### src/sv/skaf_pkg.sv
// skaf_pkg: shared types and constants of the scalar Kalman angle fusion core.
// No dependencies; used by the controller, the datapath and the top level.
package skaf_pkg;

   // Configuration register port; indexes above the last register are dropped
   localparam int CSR_INDEX_W = 2;
   localparam int CSR_DATA_W  = 32;

   typedef enum logic [CSR_INDEX_W-1:0] {
      CSR_PROCESS_NOISE     = 2'd0,
      CSR_MEASUREMENT_NOISE = 2'd1
   } csr_index_type;

   localparam logic [31:0] PROCESS_NOISE_RESET     = 32'd65;
   localparam logic [31:0] MEASUREMENT_NOISE_RESET = 32'd65536;

   // Error variance after reset: 0.5 in Q16.16
   localparam logic [31:0] VARIANCE_RESET = 32'd32768;

   // Unity gain in Q1.16
   localparam logic [16:0] GAIN_ONE = 17'h10000;

   // Iteration counts of the shared step counter
   localparam int COUNT_W     = 5;
   localparam int DIV_STEPS   = 32;
   localparam int SQRT_STEPS  = 17;

   // Commands from the controller to the datapath
   typedef struct packed {
      logic load;       // capture the accepted item
      logic read;       // read the channel variance
      logic prep;       // predict the variance, set up the divider
      logic div_step;   // one quotient bit
      logic sqrt_step;  // one root bit
      logic mul;        // both products
      logic finish;     // round, store the variance, load the result
   } cmd_type;

   // Status from the datapath to the controller
   typedef struct packed {
      logic out_ready;  // result register free or emptying this cycle
   } status_type;

endpackage

### src/sv/skaf_ram.sv
// skaf_ram: generic single-write, single-read RAM with registered read data.
// No dependencies.
module skaf_ram #(
   parameter int WIDTH = 32,
   parameter int DEPTH = 8
) (
   input  logic                                   clock,
   input  logic                                   wr_en,
   input  logic [(DEPTH > 1 ? $clog2(DEPTH) : 1)-1:0] wr_addr,
   input  logic [WIDTH-1:0]                       wr_data,
   input  logic                                   rd_en,
   input  logic [(DEPTH > 1 ? $clog2(DEPTH) : 1)-1:0] rd_addr,
   output logic [WIDTH-1:0]                       rd_data
);

   logic [WIDTH-1:0] mem_ff [DEPTH];
   logic [WIDTH-1:0] rd_data_ff;

   always_ff @(posedge clock) begin
      if (wr_en) begin
         mem_ff[wr_addr] <= wr_data;
      end
      if (rd_en) begin
         rd_data_ff <= mem_ff[rd_addr];
      end
   end

   assign rd_data = rd_data_ff;

endmodule

### src/sv/skaf_ctrl.sv
// skaf_ctrl: sequencer of the fusion core; steps the datapath through
// read, set-up, divide, square root, multiply and finish. Depends on skaf_pkg.
module skaf_ctrl (
   input  logic                 clock,
   input  logic                 reset,
   input  logic                 req_valid,
   output logic                 req_stall,
   input  skaf_pkg::status_type status,
   output skaf_pkg::cmd_type    cmd
);

   typedef enum logic [6:0] {
      ST_IDLE = 7'b0000001,
      ST_READ = 7'b0000010,
      ST_PREP = 7'b0000100,
      ST_DIV  = 7'b0001000,
      ST_SQRT = 7'b0010000,
      ST_MUL  = 7'b0100000,
      ST_FIN  = 7'b1000000
   } state_type;

   state_type                          state_ff, state_in;
   logic [skaf_pkg::COUNT_W-1:0]       count_ff, count_in;

   always_comb begin
      state_in = state_ff;
      count_in = count_ff;
      cmd      = '0;
      unique case (state_ff)
         ST_IDLE: begin
            if (req_valid) begin
               cmd.load = 1'b1;
               state_in = ST_READ;
            end
         end
         ST_READ: begin
            cmd.read = 1'b1;
            state_in = ST_PREP;
         end
         ST_PREP: begin
            cmd.prep = 1'b1;
            count_in = '0;
            state_in = ST_DIV;
         end
         ST_DIV: begin
            cmd.div_step = 1'b1;
            if (count_ff == skaf_pkg::COUNT_W'(skaf_pkg::DIV_STEPS - 1)) begin
               count_in = '0;
               state_in = ST_SQRT;
            end else begin
               count_in = count_ff + 1'b1;
            end
         end
         ST_SQRT: begin
            cmd.sqrt_step = 1'b1;
            if (count_ff == skaf_pkg::COUNT_W'(skaf_pkg::SQRT_STEPS - 1)) begin
               count_in = '0;
               state_in = ST_MUL;
            end else begin
               count_in = count_ff + 1'b1;
            end
         end
         ST_MUL: begin
            cmd.mul  = 1'b1;
            state_in = ST_FIN;
         end
         ST_FIN: begin
            // hold until the result register can take the item
            if (status.out_ready) begin
               cmd.finish = 1'b1;
               state_in   = ST_IDLE;
            end
         end
         default: begin
            state_in = ST_IDLE;
         end
      endcase
   end

   always_ff @(posedge clock) begin
      if (reset) begin
         state_ff <= ST_IDLE;
         count_ff <= '0;
      end else begin
         state_ff <= state_in;
         count_ff <= count_in;
      end
   end

   assign req_stall = (state_ff != ST_IDLE);

   a_fin_to_idle: assert property (@(posedge clock) disable iff (reset)
      (state_ff == ST_FIN && status.out_ready) |=> (state_ff == ST_IDLE))
      else $error("finish did not return to idle");

   a_div_count: assert property (@(posedge clock) disable iff (reset)
      (state_ff == ST_PREP) |=> (state_ff == ST_DIV && count_ff == '0))
      else $error("divider did not start from step zero");

   a_state_one_hot: assert property (@(posedge clock) disable iff (reset)
      $onehot(state_ff))
      else $error("state register not one-hot");

endmodule

### src/sv/skaf_datapath.sv
// skaf_datapath: variance store, restoring divider, bit-pair square root,
// products and rounding of the fusion core. Depends on skaf_pkg, skaf_ram.
module skaf_datapath #(
   parameter int CHANNELS = 8
) (
   input  logic                                         clock,
   input  logic                                         reset,
   input  skaf_pkg::cmd_type                            cmd,
   output skaf_pkg::status_type                         status,
   input  logic [(CHANNELS > 1 ? $clog2(CHANNELS) : 1)-1:0] channel_idx,
   input  logic signed [31:0]                           measured_angle,
   input  logic signed [31:0]                           predicted_angle,
   input  logic [31:0]                                  process_noise,
   input  logic [31:0]                                  measurement_noise,
   input  logic                                         rsp_stall,
   output logic                                         rsp_valid,
   output logic signed [31:0]                           rsp_filtered_angle,
   output logic [16:0]                                  rsp_gain
);

   localparam int IDX_W = (CHANNELS > 1) ? $clog2(CHANNELS) : 1;
   localparam logic signed [35:0] ANGLE_MAX = 36'sd2147483647;
   localparam logic signed [35:0] ANGLE_MIN = -36'sd2147483648;

   // Item capture
   logic [IDX_W-1:0]    ch_ff;
   logic signed [31:0]  meas_ff, pred_ff;

   // Variance store and its valid bits
   logic [CHANNELS-1:0] valid_ff;
   logic [31:0]         var_rd;
   logic [31:0]         nv_sat;

   // Prediction and divider
   logic [31:0]         p_ff;
   logic [32:0]         d_ff;
   logic                dzero_ff;
   logic [32:0]         rem_ff;
   logic [33:0]         q_ff;
   logic signed [32:0]  diff_ff;

   // Square root
   logic [18:0]         srem_ff;
   logic [16:0]         sroot_ff;

   // Products
   logic signed [50:0]  prod_a_ff;
   logic [48:0]         prod_b_ff;

   // Result register
   logic                rsp_valid_ff;
   logic signed [31:0]  rsp_filtered_ff;
   logic [16:0]         rsp_gain_ff;

   // Combinational terms
   logic [31:0]         var_cur;
   logic [32:0]         p_sum;
   logic [31:0]         p_val;
   logic [32:0]         d_val;
   logic                d_ge;
   logic [33:0]         div_sh, div_dd;
   logic                div_take;
   logic [20:0]         sq_rem4, sq_trial;
   logic                sq_take;
   logic [16:0]         gain_comp;
   logic signed [50:0]  ra_sum, ra_shift;
   logic signed [35:0]  f_sum;
   logic signed [31:0]  f_clamped;
   logic [49:0]         nv_sum;

   skaf_ram #(
      .WIDTH(32),
      .DEPTH(CHANNELS)
   ) u_var_ram (
      .clock  (clock),
      .wr_en  (cmd.finish),
      .wr_addr(ch_ff),
      .wr_data(nv_sat),
      .rd_en  (cmd.read),
      .rd_addr(ch_ff),
      .rd_data(var_rd)
   );

   always_comb begin
      // a channel never written reads as the reset variance
      var_cur = valid_ff[ch_ff] ? var_rd : skaf_pkg::VARIANCE_RESET;
      p_sum   = {1'b0, var_cur} + {1'b0, process_noise};
      p_val   = p_sum[32] ? 32'hFFFF_FFFF : p_sum[31:0];
      d_val   = {1'b0, p_val} + {1'b0, measurement_noise};
      d_ge    = ({1'b0, p_val} >= d_val);

      div_sh   = {rem_ff, 1'b0};
      div_dd   = {1'b0, d_ff};
      div_take = (div_sh >= div_dd);

      sq_rem4  = {srem_ff, q_ff[33:32]};
      sq_trial = {2'b00, sroot_ff, 2'b01};
      sq_take  = (sq_rem4 >= sq_trial);

      gain_comp = skaf_pkg::GAIN_ONE - sroot_ff;

      ra_sum   = prod_a_ff + 51'sd32768;
      ra_shift = ra_sum >>> 16;
      f_sum    = {{4{pred_ff[31]}}, pred_ff} + ra_shift[35:0];
      if (f_sum > ANGLE_MAX) begin
         f_clamped = 32'sh7FFF_FFFF;
      end else if (f_sum < ANGLE_MIN) begin
         f_clamped = 32'sh8000_0000;
      end else begin
         f_clamped = f_sum[31:0];
      end

      nv_sum = {1'b0, prod_b_ff} + 50'd32768;
      nv_sat = nv_sum[48] ? 32'hFFFF_FFFF : nv_sum[47:16];
   end

   always_ff @(posedge clock) begin
      if (cmd.load) begin
         ch_ff   <= channel_idx;
         meas_ff <= measured_angle;
         pred_ff <= predicted_angle;
      end
      if (cmd.prep) begin
         p_ff     <= p_val;
         d_ff     <= d_val;
         dzero_ff <= (d_val == '0);
         // the integer part of p/d is one only when the noise term is zero
         q_ff     <= {33'd0, d_ge && (d_val != '0)};
         rem_ff   <= d_ge ? 33'd0 : {1'b0, p_val};
         diff_ff  <= {meas_ff[31], meas_ff} - {pred_ff[31], pred_ff};
         srem_ff  <= '0;
         sroot_ff <= '0;
      end
      if (cmd.div_step && !dzero_ff) begin
         if (div_take) begin
            rem_ff <= 33'(div_sh - div_dd);
            q_ff   <= {q_ff[32:0], 1'b1};
         end else begin
            rem_ff <= div_sh[32:0];
            q_ff   <= {q_ff[32:0], 1'b0};
         end
      end
      if (cmd.sqrt_step) begin
         srem_ff  <= sq_take ? 19'(sq_rem4 - sq_trial) : sq_rem4[18:0];
         sroot_ff <= {sroot_ff[15:0], sq_take};
         q_ff     <= {q_ff[31:0], 2'b00};
      end
      if (cmd.mul) begin
         prod_a_ff <= $signed({1'b0, sroot_ff}) * diff_ff;
         prod_b_ff <= gain_comp * p_ff;
      end
      if (cmd.finish) begin
         rsp_filtered_ff <= f_clamped;
         rsp_gain_ff     <= sroot_ff;
      end
   end

   always_ff @(posedge clock) begin
      if (reset) begin
         valid_ff     <= '0;
         rsp_valid_ff <= 1'b0;
      end else begin
         if (cmd.finish) begin
            valid_ff[ch_ff] <= 1'b1;
         end
         if (cmd.finish) begin
            rsp_valid_ff <= 1'b1;
         end else if (!rsp_stall) begin
            rsp_valid_ff <= 1'b0;
         end
      end
   end

   assign status.out_ready   = !rsp_valid_ff || !rsp_stall;
   assign rsp_valid          = rsp_valid_ff;
   assign rsp_filtered_angle = rsp_filtered_ff;
   assign rsp_gain           = rsp_gain_ff;

   a_div_rem_bound: assert property (@(posedge clock) disable iff (reset)
      (cmd.div_step && !dzero_ff) |-> ({1'b0, rem_ff} < {1'b0, d_ff}))
      else $error("divider remainder not below divisor");

   a_sqrt_rem_bound: assert property (@(posedge clock) disable iff (reset)
      cmd.sqrt_step |-> (srem_ff <= {1'b0, sroot_ff, 1'b0}))
      else $error("root remainder above twice the partial root");

   a_gain_range: assert property (@(posedge clock) disable iff (reset)
      rsp_valid_ff |-> (rsp_gain_ff <= skaf_pkg::GAIN_ONE))
      else $error("gain above one");

endmodule

### src/sv/scalar_kalman_angle_fusion_core.sv
// scalar_kalman_angle_fusion_core: top level of the multi-channel scalar
// Kalman angle fusion. Depends on skaf_pkg, skaf_ctrl, skaf_datapath.
//
//   Channel   Handshake            Payload
//   req       req_valid/req_stall  req_channel, req_measured_angle,
//                                  req_predicted_angle
//   rsp       rsp_valid/rsp_stall  rsp_filtered_angle, rsp_gain
//   csr       csr_write_enable     csr_index, csr_write_data
//
// One item at a time: req_stall stays high from acceptance until the finish
// step of the item. The restoring divider (one quotient bit a cycle) and
// the bit-pair square root (one root bit a cycle) take most of that span
// when the result side does not stall; variance read, set-up, products
// and rounding add the rest.
// Reset is synchronous and needs no clearing pass: valid bits make every
// channel read as 0.5 until first written.
// A result waits in the output register; the next item is taken meanwhile
// and only its finish step waits for that register to empty.
module scalar_kalman_angle_fusion_core #(
   parameter int CHANNELS = 8
) (
   input  logic                                 clock,
   input  logic                                 reset,
   // item input
   input  logic                                 req_valid,
   output logic                                 req_stall,
   input  logic [2:0]                           req_channel,
   input  logic signed [31:0]                   req_measured_angle,
   input  logic signed [31:0]                   req_predicted_angle,
   // result output
   output logic                                 rsp_valid,
   input  logic                                 rsp_stall,
   output logic signed [31:0]                   rsp_filtered_angle,
   output logic [16:0]                          rsp_gain,
   // register writes
   input  logic                                 csr_write_enable,
   input  logic [skaf_pkg::CSR_INDEX_W-1:0]     csr_index,
   input  logic [skaf_pkg::CSR_DATA_W-1:0]      csr_write_data
);

   localparam int IDX_W = (CHANNELS > 1) ? $clog2(CHANNELS) : 1;

   logic [31:0]          process_noise_ff;
   logic [31:0]          measurement_noise_ff;
   logic [2:0]           ch_reduced;
   logic [IDX_W-1:0]     channel_idx;
   skaf_pkg::cmd_type    cmd;
   skaf_pkg::status_type status;

   // Register writes: take the data at once, drop writes to unknown indexes
   always_ff @(posedge clock) begin
      if (reset) begin
         process_noise_ff     <= skaf_pkg::PROCESS_NOISE_RESET;
         measurement_noise_ff <= skaf_pkg::MEASUREMENT_NOISE_RESET;
      end else if (csr_write_enable) begin
         unique case (skaf_pkg::csr_index_type'(csr_index))
            skaf_pkg::CSR_PROCESS_NOISE: begin
               process_noise_ff <= csr_write_data;
            end
            skaf_pkg::CSR_MEASUREMENT_NOISE: begin
               measurement_noise_ff <= csr_write_data;
            end
            default: begin
            end
         endcase
      end
   end

   // Fold the channel number into range by repeated subtraction
   always_comb begin
      ch_reduced = req_channel;
      for (int i = 0; i < 7; i++) begin
         if (int'(ch_reduced) >= CHANNELS) begin
            ch_reduced = ch_reduced - 3'(CHANNELS);
         end
      end
      channel_idx = IDX_W'(ch_reduced);
   end

   skaf_ctrl u_ctrl (
      .clock    (clock),
      .reset    (reset),
      .req_valid(req_valid),
      .req_stall(req_stall),
      .status   (status),
      .cmd      (cmd)
   );

   skaf_datapath #(
      .CHANNELS(CHANNELS)
   ) u_datapath (
      .clock             (clock),
      .reset             (reset),
      .cmd               (cmd),
      .status            (status),
      .channel_idx       (channel_idx),
      .measured_angle    (req_measured_angle),
      .predicted_angle   (req_predicted_angle),
      .process_noise     (process_noise_ff),
      .measurement_noise (measurement_noise_ff),
      .rsp_stall         (rsp_stall),
      .rsp_valid         (rsp_valid),
      .rsp_filtered_angle(rsp_filtered_angle),
      .rsp_gain          (rsp_gain)
   );

endmodule
### config.mk
export PLATFORM = sky130hd
export DESIGN_NAME = scalar_kalman_angle_fusion_core
export DESIGN_NICKNAME = d
export VERILOG_FILES = /design/src/sv/skaf_pkg.sv /design/src/sv/skaf_ram.sv /design/src/sv/skaf_ctrl.sv /design/src/sv/skaf_datapath.sv /design/src/sv/scalar_kalman_angle_fusion_core.sv
export SDC_FILE = /design/constraint.sdc
export NUM_CORES = 2
export LEC_CHECK = 0
export CORE_MARGIN = 5
export CORE_UTILIZATION = 67
export DETAILED_ROUTE_END_ITERATION = 8
export DONT_BUFFER_PORTS = 1
export PLACE_DENSITY = 0.83
export SETUP_SLACK_MARGIN = 0.5
export SLEW_MARGIN = 20
export SYNTH_ARGS = -nofsm -noshare
export SYNTH_HDL_FRONTEND = slang
export SYNTH_SLANG_ARGS = --single-unit
### constraint.sdc
create_clock -name clock -period 16.79 [get_ports clock]
set_clock_uncertainty 0.1 [all_clocks]
set_input_delay 2.5185 -clock clock [delete_from_list [all_inputs] [get_ports clock]]
set_output_delay 2.5185 -clock clock [all_outputs]
set_load 0.005 [all_outputs]
Word level (Yosys, flattened, before mapping)
Memory sizes are Yosys's and may differ from the RTL's. A register that Yosys moved wholly into a read port is not among the register bits.
Cells that the tools add are included.
- register bits after elaboration: 503
- bits in writable memories: 256
- bits of input ports: 106
- output and inout port bits: 51
- logic and storage cells: 118
- memories: 1
- $add $sub $neg: 10
- multiply operators: 2
- magnitude comparators: 7
- equal/unequal tests: 16
- muxes and demuxes: 42
- bitwise logic cells: 1
- reduce and logical (&&, ||, !) cells: 17
- memories (name ; words ; bits a word ; read ports ; clocked after memory_dff ; wr ports ; line ; RTL):
    u_datapath.u_var_ram.mem_ff ; 8 ; 32 ; 1 ; 1 ; 1 ; skaf_ram.sv:16 ; logic [WIDTH-1:0] mem_ff [DEPTH];
- operators with widths (operator ; number):
    $mux W32 ; 5
    $mux W34 ; 3
    $mux W33 ; 3
    $add A32 B32 Y33 ; 2
    $mux W19 ; 3
    $add A51 B17 Y51 const B ; 1
    $mul A18 B33 Y51 ; 1
    $add A49 B16 Y49 const B ; 1
    $mul A17 B32 Y49 ; 1
    $pmux W7 S7 ; 1
    $add A32 B35 Y36 ; 1
    $gt A36 B32 Y1 const B ; 1
    $lt A36 B32 Y1 const B ; 1
    $ge A34 B33 Y1 ; 1
    $mux W17 ; 2
    $ge A32 B33 Y1 ; 1
    $logic_not A33 Y1 ; 1
    $reduce_bool A33 Y1 ; 1
    $sub A32 B32 Y33 ; 1
    $sub A33 B33 Y33 ; 1
    $mux W7 ; 4
    $ge A21 B19 Y1 ; 1
    $sub A19 B19 Y19 ; 1
    $sub A17 B17 Y17 const A ; 1
    29 further kinds ; 56

Logic depth before layout (Yosys ltp)
- word-level depth: 11
- gate-level depth with buffers: 43
- mapped depth without buffers: 39

Cells and area by module
Synthesis repeated with hierarchy kept, for this count alone.
- cells, all modules: 7276
- area, all modules: 75087.0 µm²
- by module, submodules not included (module ; instances ; cells each ; area each (µm²) ; sequential area each (µm²)):
    skaf_datapath ; 1 ; 6527 ; 60905.9 ; 11811.3
    skaf_ram ; 1 ; 415 ; 10786.6 ; 8648.3
    scalar_kalman_angle_fusion_core ; 1 ; 250 ; 2690.1 ; 1281.2
    skaf_ctrl ; 1 ; 84 ; 704.4 ; 240.2

Worst setup path before layout
Ideal clock, no wire load.
- path type: flip-flop to flip-flop
- start point: reg u_datapath.ch_ff[1]
- end point: reg u_datapath.rem_ff[19] (data pin)
- library setup time: 154 ps
- arrival: 8116 ps
- data required time: 16536 ps
- path slack: 8421 ps
- cell stages (with the launch flop): 43
- path buffers: 5
- period minus slack after synthesis: 8369 ps
- cell sequence: edfxtp_1 -> clkbuf_1 -> and3b_1 -> clkbuf_1 -> a22o_1 -> a221oi_1 -> and3_1 -> clkbuf_1 -> nor2b_1 -> ha_1 -> fa_1 -> a21o_1 -> a21oi_1 -> o21ai_0 -> o211ai_1 -> o21ai_1 -> o31a_1 -> a211o_1 -> [7 not listed] -> o31a_1 -> o21ai_2 -> a21oi_1 -> o2111ai_1 -> nand2_1 -> a311oi_1 -> xnor2_1 -> ha_1 -> a21o_1 -> a21o_1 -> a21oi_1 -> nor2b_1 -> o21ai_0 -> nand2_1 -> o221ai_1 -> nand2_1 -> buf_2 -> o22ai_1
- word-level cells in the longest chain between the ends: 10
- RTL lines (what ; line ; RTL):
    from (decl) ; skaf_datapath.sv:26 ; logic [IDX_W-1:0] ch_ff;
    from (signal assigned) ; skaf_datapath.sv:119 ; ch_ff <= channel_idx;
    $bmux W1 S3 (*) ; skaf_datapath.sv:86 ; var_cur = valid_ff[ch_ff] ? var_rd : skaf_pkg::VARIANCE_RESET;
    $mux W1 (implied by the code) (*) ; skaf_datapath.sv:86 ;
    $mux W32 (*) ; skaf_datapath.sv:86 ;
    $add A32 B32 Y33 (*) ; skaf_datapath.sv:87 ; p_sum = {1'b0, var_cur} + {1'b0, process_noise};
    $mux W32 (*) ; skaf_datapath.sv:88 ; p_val = p_sum[32] ? 32'hFFFF_FFFF : p_sum[31:0];
    named net u_datapath.p_val[0] ; skaf_datapath.sv:58 ; logic [31:0] p_val;
    $add A32 B32 Y33 ; skaf_datapath.sv:89 ; d_val = {1'b0, p_val} + {1'b0, measurement_noise};
    $ge A32 B33 Y1 (*) ; skaf_datapath.sv:90 ; d_ge = ({1'b0, p_val} >= d_val);
    $mux W32 (*) ; skaf_datapath.sv:129 ; rem_ff <= d_ge ? 33'd0 : {1'b0, p_val};
    $mux W33 (*) ; skaf_datapath.sv:123 ; if (cmd.prep) begin
    $mux W33 (*) ; skaf_datapath.sv:134 ; if (cmd.div_step && !dzero_ff) begin
    to (signal assigned) ; skaf_datapath.sv:129 ;
    to (signal assigned) ; skaf_datapath.sv:136 ; rem_ff <= 33'(div_sh - div_dd);
    to (signal assigned) ; skaf_datapath.sv:139 ; rem_ff <= div_sh[32:0];
    to (decl) ; skaf_datapath.sv:38 ; logic [32:0] rem_ff;
The timed path passes the listed nets; every way through them passes the cells marked *. The select of a mux whose other input is x is not followed.
A chain may end at the register's enable or synchronous reset.

Final worst setup path
- start point: reg u_datapath.ch_ff[2]
- end point: reg u_datapath.rem_ff[26] (data pin)
- word-level cells in the longest chain between the ends: 10
- RTL lines (what ; line ; RTL):
    $bmux W1 S3 ; skaf_datapath.sv:86 ;
    $mux W1 (implied by the code) ; skaf_datapath.sv:86 ;
    $mux W32 ; skaf_datapath.sv:86 ;
    $add A32 B32 Y33 ; skaf_datapath.sv:87 ;
    $mux W32 ; skaf_datapath.sv:88 ;
    named net u_datapath.p_val[0] ; skaf_datapath.sv:58 ;
    $add A32 B32 Y33 ; skaf_datapath.sv:89 ;
    named net u_datapath.d_val[24] ; skaf_datapath.sv:59 ; logic [32:0] d_val;
    $ge A32 B33 Y1 ; skaf_datapath.sv:90 ;
    $mux W32 ; skaf_datapath.sv:129 ;
    $mux W33 ; skaf_datapath.sv:123 ;
    $mux W33 ; skaf_datapath.sv:134 ;
The timed path passes the listed nets, and every way through them passes these cells. The select of a mux whose other input is x is not followed.

==> tab_implementation.tex <==
\begin{tabular}{lr}
\hline
Metric & Value \\
\hline
\multicolumn{2}{l}{\textbf{Status}} \\
\quad Result of the run & finished clean \\
\multicolumn{2}{l}{\textbf{STA}} \\
\quad Final worst path period share & approximately 65\% \\
\quad Worst slew slack as a fraction of its limit & 23.0\% \\
\quad Final setup margin & around 5.9 ns \\
\quad Max Fclk & between 90 and 100 MHz \\
\quad Number of setup violations in the final report & 0 \\
\quad Final-report hold violation count & 0 \\
\quad Number of max-slew violations in the final report & 0 \\
\quad Setup repair after global routing missed its margin & no \\
\quad Worst-Margin Slew & 1.15 ns \\
\quad Final setup TNS & 0 ns \\
\quad Final period demand of the worst path & between 10 and 15 ns \\
\multicolumn{2}{l}{\textbf{Yosys}} \\
\quad Number of unique standard cell types used by synthesis & 95 \\
\quad Synthesized Nets & between 8,000 and 9,000 \\
\quad Main synth FF type & sky130\_fd\_sc\_hd\_\_edfxtp\_1 \\
\quad EDFF count, synth & roughly 670 \\
\quad Netlist Area Pre-Place & $\sim$73,000 sq um \\
\quad Post-synthesis sequential element count & 761 \\
\quad Syn\_area\_per\_cell & roughly 10 sq um \\
\quad Warning count from the yosys run & 0 \\
\quad Async S/R FF share, synth & 0\% \\
\quad Top cells by area, synth & sky130\_fd\_sc\_hd\_\_edfxtp\_1 28\%, sky130\_fd\_sc\_hd\_\_fa\_1 27\%, sky130\_fd\_sc\_hd\_\_ha\_1 7.9\% \\
\quad Fraction of synthesized cell area taken by the top area cell type & between 20\% and 30\% \\
\quad Sequential cell area fraction in the yosys report & between 30 and 40\% \\
\quad Cell accounting for the most synthesized area & sky130\_fd\_sc\_hd\_\_edfxtp\_1 \\
\quad Mapped Cells & just over 7,000 \\
\multicolumn{2}{l}{\textbf{Placed design}} \\
\quad Placer Congestion & 0.952 \\
\quad Port buffer count & 0 \\
\quad Pre-CTS worst setup slack & between 6 and 7 ns \\
\quad Sum of net half-perimeters after detailed placement & 140,000 um \\
\multicolumn{2}{l}{\textbf{Setup path}} \\
\quad Buffers and inverters on the worst path & 6 \\
\quad Number of cells traversed by the worst register-to-register path & 40 \\
\quad Delay of the slowest cell on the worst path & approximately 0.85 ns \\
\quad Family of cells with the greatest summed delay on the critical path & compound AO/OA/AOI/OAI gates \\
\quad Data arrival time of the critical path & roughly 11 ns \\
\quad Nature of the critical path startpoint & flop \\
\quad Largest fanout of any net on the critical path & 34 \\
\quad Worst R2R End & u\_datapath.rem\_ff[26]\$\_DFFE\_PP\_ \\
\quad CP max-delay cell & sky130\_fd\_sc\_hd\_\_nand2\_1 \\
\quad Critical R2R Launch & u\_datapath.ch\_ff[2]\$\_DFFE\_PP\_ \\
\quad Internal reg-to-reg setup slack & between 5 and 6 ns \\
\quad Type of element capturing the critical path & flop \\
\quad Critical Setup Path Class & flop to flop \\
\quad Required @ worst endpoint & 17.10 ns \\
\multicolumn{2}{l}{\textbf{Routing}} \\
\quad Detail-routed via count per cell & $\sim$6.2 \\
\quad Vias after detailed routing & about 53,000 \\
\quad Post-route antenna net violation count & 0 \\
\quad DRC Markers & 0 \\
\quad Iteration count of the initial detailed-routing pass & 8 \\
\quad Starting DRC count in detailed routing & $\sim$5,000 \\
\quad Wire length per cell & roughly 22 um \\
\quad Total wire length & $\sim$190,000 um \\
\multicolumn{2}{l}{\textbf{Finish}} \\
\quad Proportion of layout cells with a drive suffix above 1 & under 10\% \\
\quad Highest-count cells in the layout ignoring fill and taps & 1,213 x sky130\_fd\_sc\_hd\_\_inv\_1, 1,096 x sky130\_fd\_sc\_hd\_\_nand2\_1, 986 x sky130\_fd\_sc\_hd\_\_fa\_1 \\
\quad Most frequent standard cell in the layout excluding fill and tap cells & sky130\_fd\_sc\_hd\_\_inv\_1 \\
\quad Nets@finish & between 8,000 and 9,000 \\
\quad Layout overhead on the synthesized area & 5.89\% \\
\multicolumn{2}{l}{\textbf{Global route}} \\
\quad Final global-route overflow total & 0 \\
\quad Via count of the first global-routing pass & 55,600 \\
\quad Overall routing resource usage & 33.5\% \\
\quad Maximum number of pins on one net before global-route repair & 84 \\
\quad Initial antenna violation count & 7 \\
\quad Global-route wire length before repair & around 300,000 um \\
\multicolumn{2}{l}{\textbf{Power}} \\
\quad Pwr per Cell Area & approximately 110 nW/um\^{}2 \\
\quad Peak supply drop & about 250 uV \\
\quad Reported leakage power & around 34 nW \\
\quad Total power draw & approximately 0.0088 W \\
\multicolumn{2}{l}{\textbf{Clock network}} \\
\quad PostCTS Resize Cnt & 0 \\
\quad Number of CTS-inserted buffers & 80 \\
\quad Buffers inserted by post-CTS timing repair & 0 \\
\quad Post-CTS Hold Fix Bufs & 0 \\
\quad CTS H-tree lvls & 3 \\
\quad TritonCTS clock tree & yes \\
\quad Clk Tree Root Cell & sky130\_fd\_sc\_hd\_\_clkbuf\_16 \\
\quad TritonCTS sink count & roughly 760 \\
\quad Maximum clock insertion buffer count & 3 \\
\quad Clk Latency, worst-skew pair & slightly below 0.7 ns \\
\quad Clock transition at the registers of the reported paths & around 0.060 ns \\
\multicolumn{2}{l}{\textbf{Floorplanning}} \\
\quad Die ar. & 116,000 sq um \\
\quad Die Span X & 340 um \\
\quad Die Span Y & between 300 and 400 um \\
\quad Top-level I/O count & 157 \\
\quad Area of the placeable core & 109,000 sq um \\
\quad Effective utilization at floorplan & between 60\% and 70\% \\
\quad Number of placement rows & between 100 and 150 \\
\multicolumn{2}{l}{\textbf{Run}} \\
\quad Max-cap viol count & 0 \\
\multicolumn{2}{l}{\textbf{Hold path}} \\
\quad Start point of the worst hold path & measurement\_noise\_ff[31]\$\_SDFFE\_PP0P\_ \\
\quad Number of cells on the worst hold path & 2 \\
\quad Type of the worst min-delay path & flop to flop \\
\quad Hold Crit Endpoint & measurement\_noise\_ff[31]\$\_SDFFE\_PP0P\_ \\
\hline
\end{tabular}
metrics by stage:
stage | hold slack [ns] | utilization, % | instance area (sq um) | instances
6_report | 0.357 | 71.2 | 77300 | 8549
2_1_floorplan | 0.324 | - | 73000 | 7205
5_1_grt | 0.380 | 71.2 | 77200 | 8545
4_1_cts | 0.358 | 71.1 | 77200 | 8541
3_3_place_gp | 0.347 | 68.5 | 74400 | 8393
3_5_place_dp | 0.348 | 68.6 | 74400 | 8395
routing by layer:
layer | share of wire, % | GRT usage, % | routed length, um | vias to the layer above
met4 | 4.7 | 13.8 | 9030 | 4
met1 | 38 | 45.9 | 73100 | 26400
met5 | 0.016 | 0 | 31 | -
met2 | 46 | 52.4 | 87500 | 3084
met3 | 12 | 7.41 | 22400 | 637
li1 | - | - | - | 23000
kinds of logic (layout without fill, tap and decap cells):
family / after synthesis / in the layout / synth area share [%]
XOR/XNOR: 306 / 306 / 3.67
AND/OR/NAND/NOR: 2140 / 2140 / 13.7
adder cells (fa/ha/maj): 1445 / 1445 / 34.9
AO/OA/AOI/OAI: 991 / 991 / 9.14
flip-flops: 761 / 761 / 30.1
other: 0 / 5 / 0
buffers and inverters: 1528 / 1453 / 7.96
multiplexers: 34 / 34 / 0.466
worst min-delay path: cells and delay by family, from the launching register on:
family	cells	cell delay (ns)
AOI/OAI and AO/OA	1	0.05
DFF	1	0.31
and+or+nand+nor	1	0.05
power breakdown:
group	internal, W	total (W)	switching (W)
logic	0.00188	0.00448	0.00261
clock network	0.00106	0.00186	0.000804
registers	0.00242	0.00248	0.0000590
total	0.00535	0.00882	0.00347
state kept, by name, summed over array words and instances, names as in the netlist, 33 cells and up:
| signal | count |
|---|---|
| u_datapath.rem_ff | 33 |
| u_datapath.diff_ff | 33 |
| u_datapath.u_var_ram.mem_ff | 256 |
| u_datapath.prod_b_ff | 34 |
| u_datapath.d_ff | 33 |
| u_datapath.q_ff | 34 |
| u_datapath.prod_a_ff | 36 |
cells in the mapped netlist, types with 41 or more instances:
cell type	n
sky130_fd_sc_hd__ha_1	459
sky130_fd_sc_hd__nand3_1	72
sky130_fd_sc_hd__a21oi_1	286
sky130_fd_sc_hd__a21o_1	124
sky130_fd_sc_hd__clkbuf_1	269
sky130_fd_sc_hd__inv_1	1216
sky130_fd_sc_hd__xor2_1	104
sky130_fd_sc_hd__nand4_1	80
sky130_fd_sc_hd__dfxtp_1	87
sky130_fd_sc_hd__nand2_1	1096
sky130_fd_sc_hd__fa_1	986
sky130_fd_sc_hd__and2_1	358
sky130_fd_sc_hd__nor3_1	41
sky130_fd_sc_hd__and3_1	43
sky130_fd_sc_hd__nor2b_1	73
sky130_fd_sc_hd__edfxtp_1	674
sky130_fd_sc_hd__o21ai_0	115
sky130_fd_sc_hd__xnor2_1	202
sky130_fd_sc_hd__nor2_1	253
sky130_fd_sc_hd__a22oi_1	134
final cells by class:
type | count | area [sq um]
well taps | 1414 | 1770
fillers | 7444 | 31300
repair buffers | 90 | 768
clock inverters | 45 | 548
clock buffers | 101 | 2170
inverters | 1217 | 4570
diodes | 5 | 12.5
flip-flops and latches | 761 | 22000
multi-input cells | 4916 | 45400
worst max path at each step:
stage / cells after the start / from / to
floorplan: 42 / u_datapath.ch_ff[1]$_DFFE_PP_ / u_datapath.rem_ff[19]$_DFFE_PP_
global placement: 40 / u_datapath.ch_ff[2]$_DFFE_PP_ / u_datapath.rem_ff[26]$_DFFE_PP_
detailed placement: 40 / u_datapath.ch_ff[2]$_DFFE_PP_ / u_datapath.rem_ff[26]$_DFFE_PP_
CTS: 40 / u_datapath.ch_ff[2]$_DFFE_PP_ / u_datapath.rem_ff[26]$_DFFE_PP_
global route: 40 / u_datapath.ch_ff[2]$_DFFE_PP_ / u_datapath.rem_ff[26]$_DFFE_PP_
finish: 40 / u_datapath.ch_ff[2]$_DFFE_PP_ / u_datapath.rem_ff[26]$_DFFE_PP_
Power figures use the tool's default switching activity.
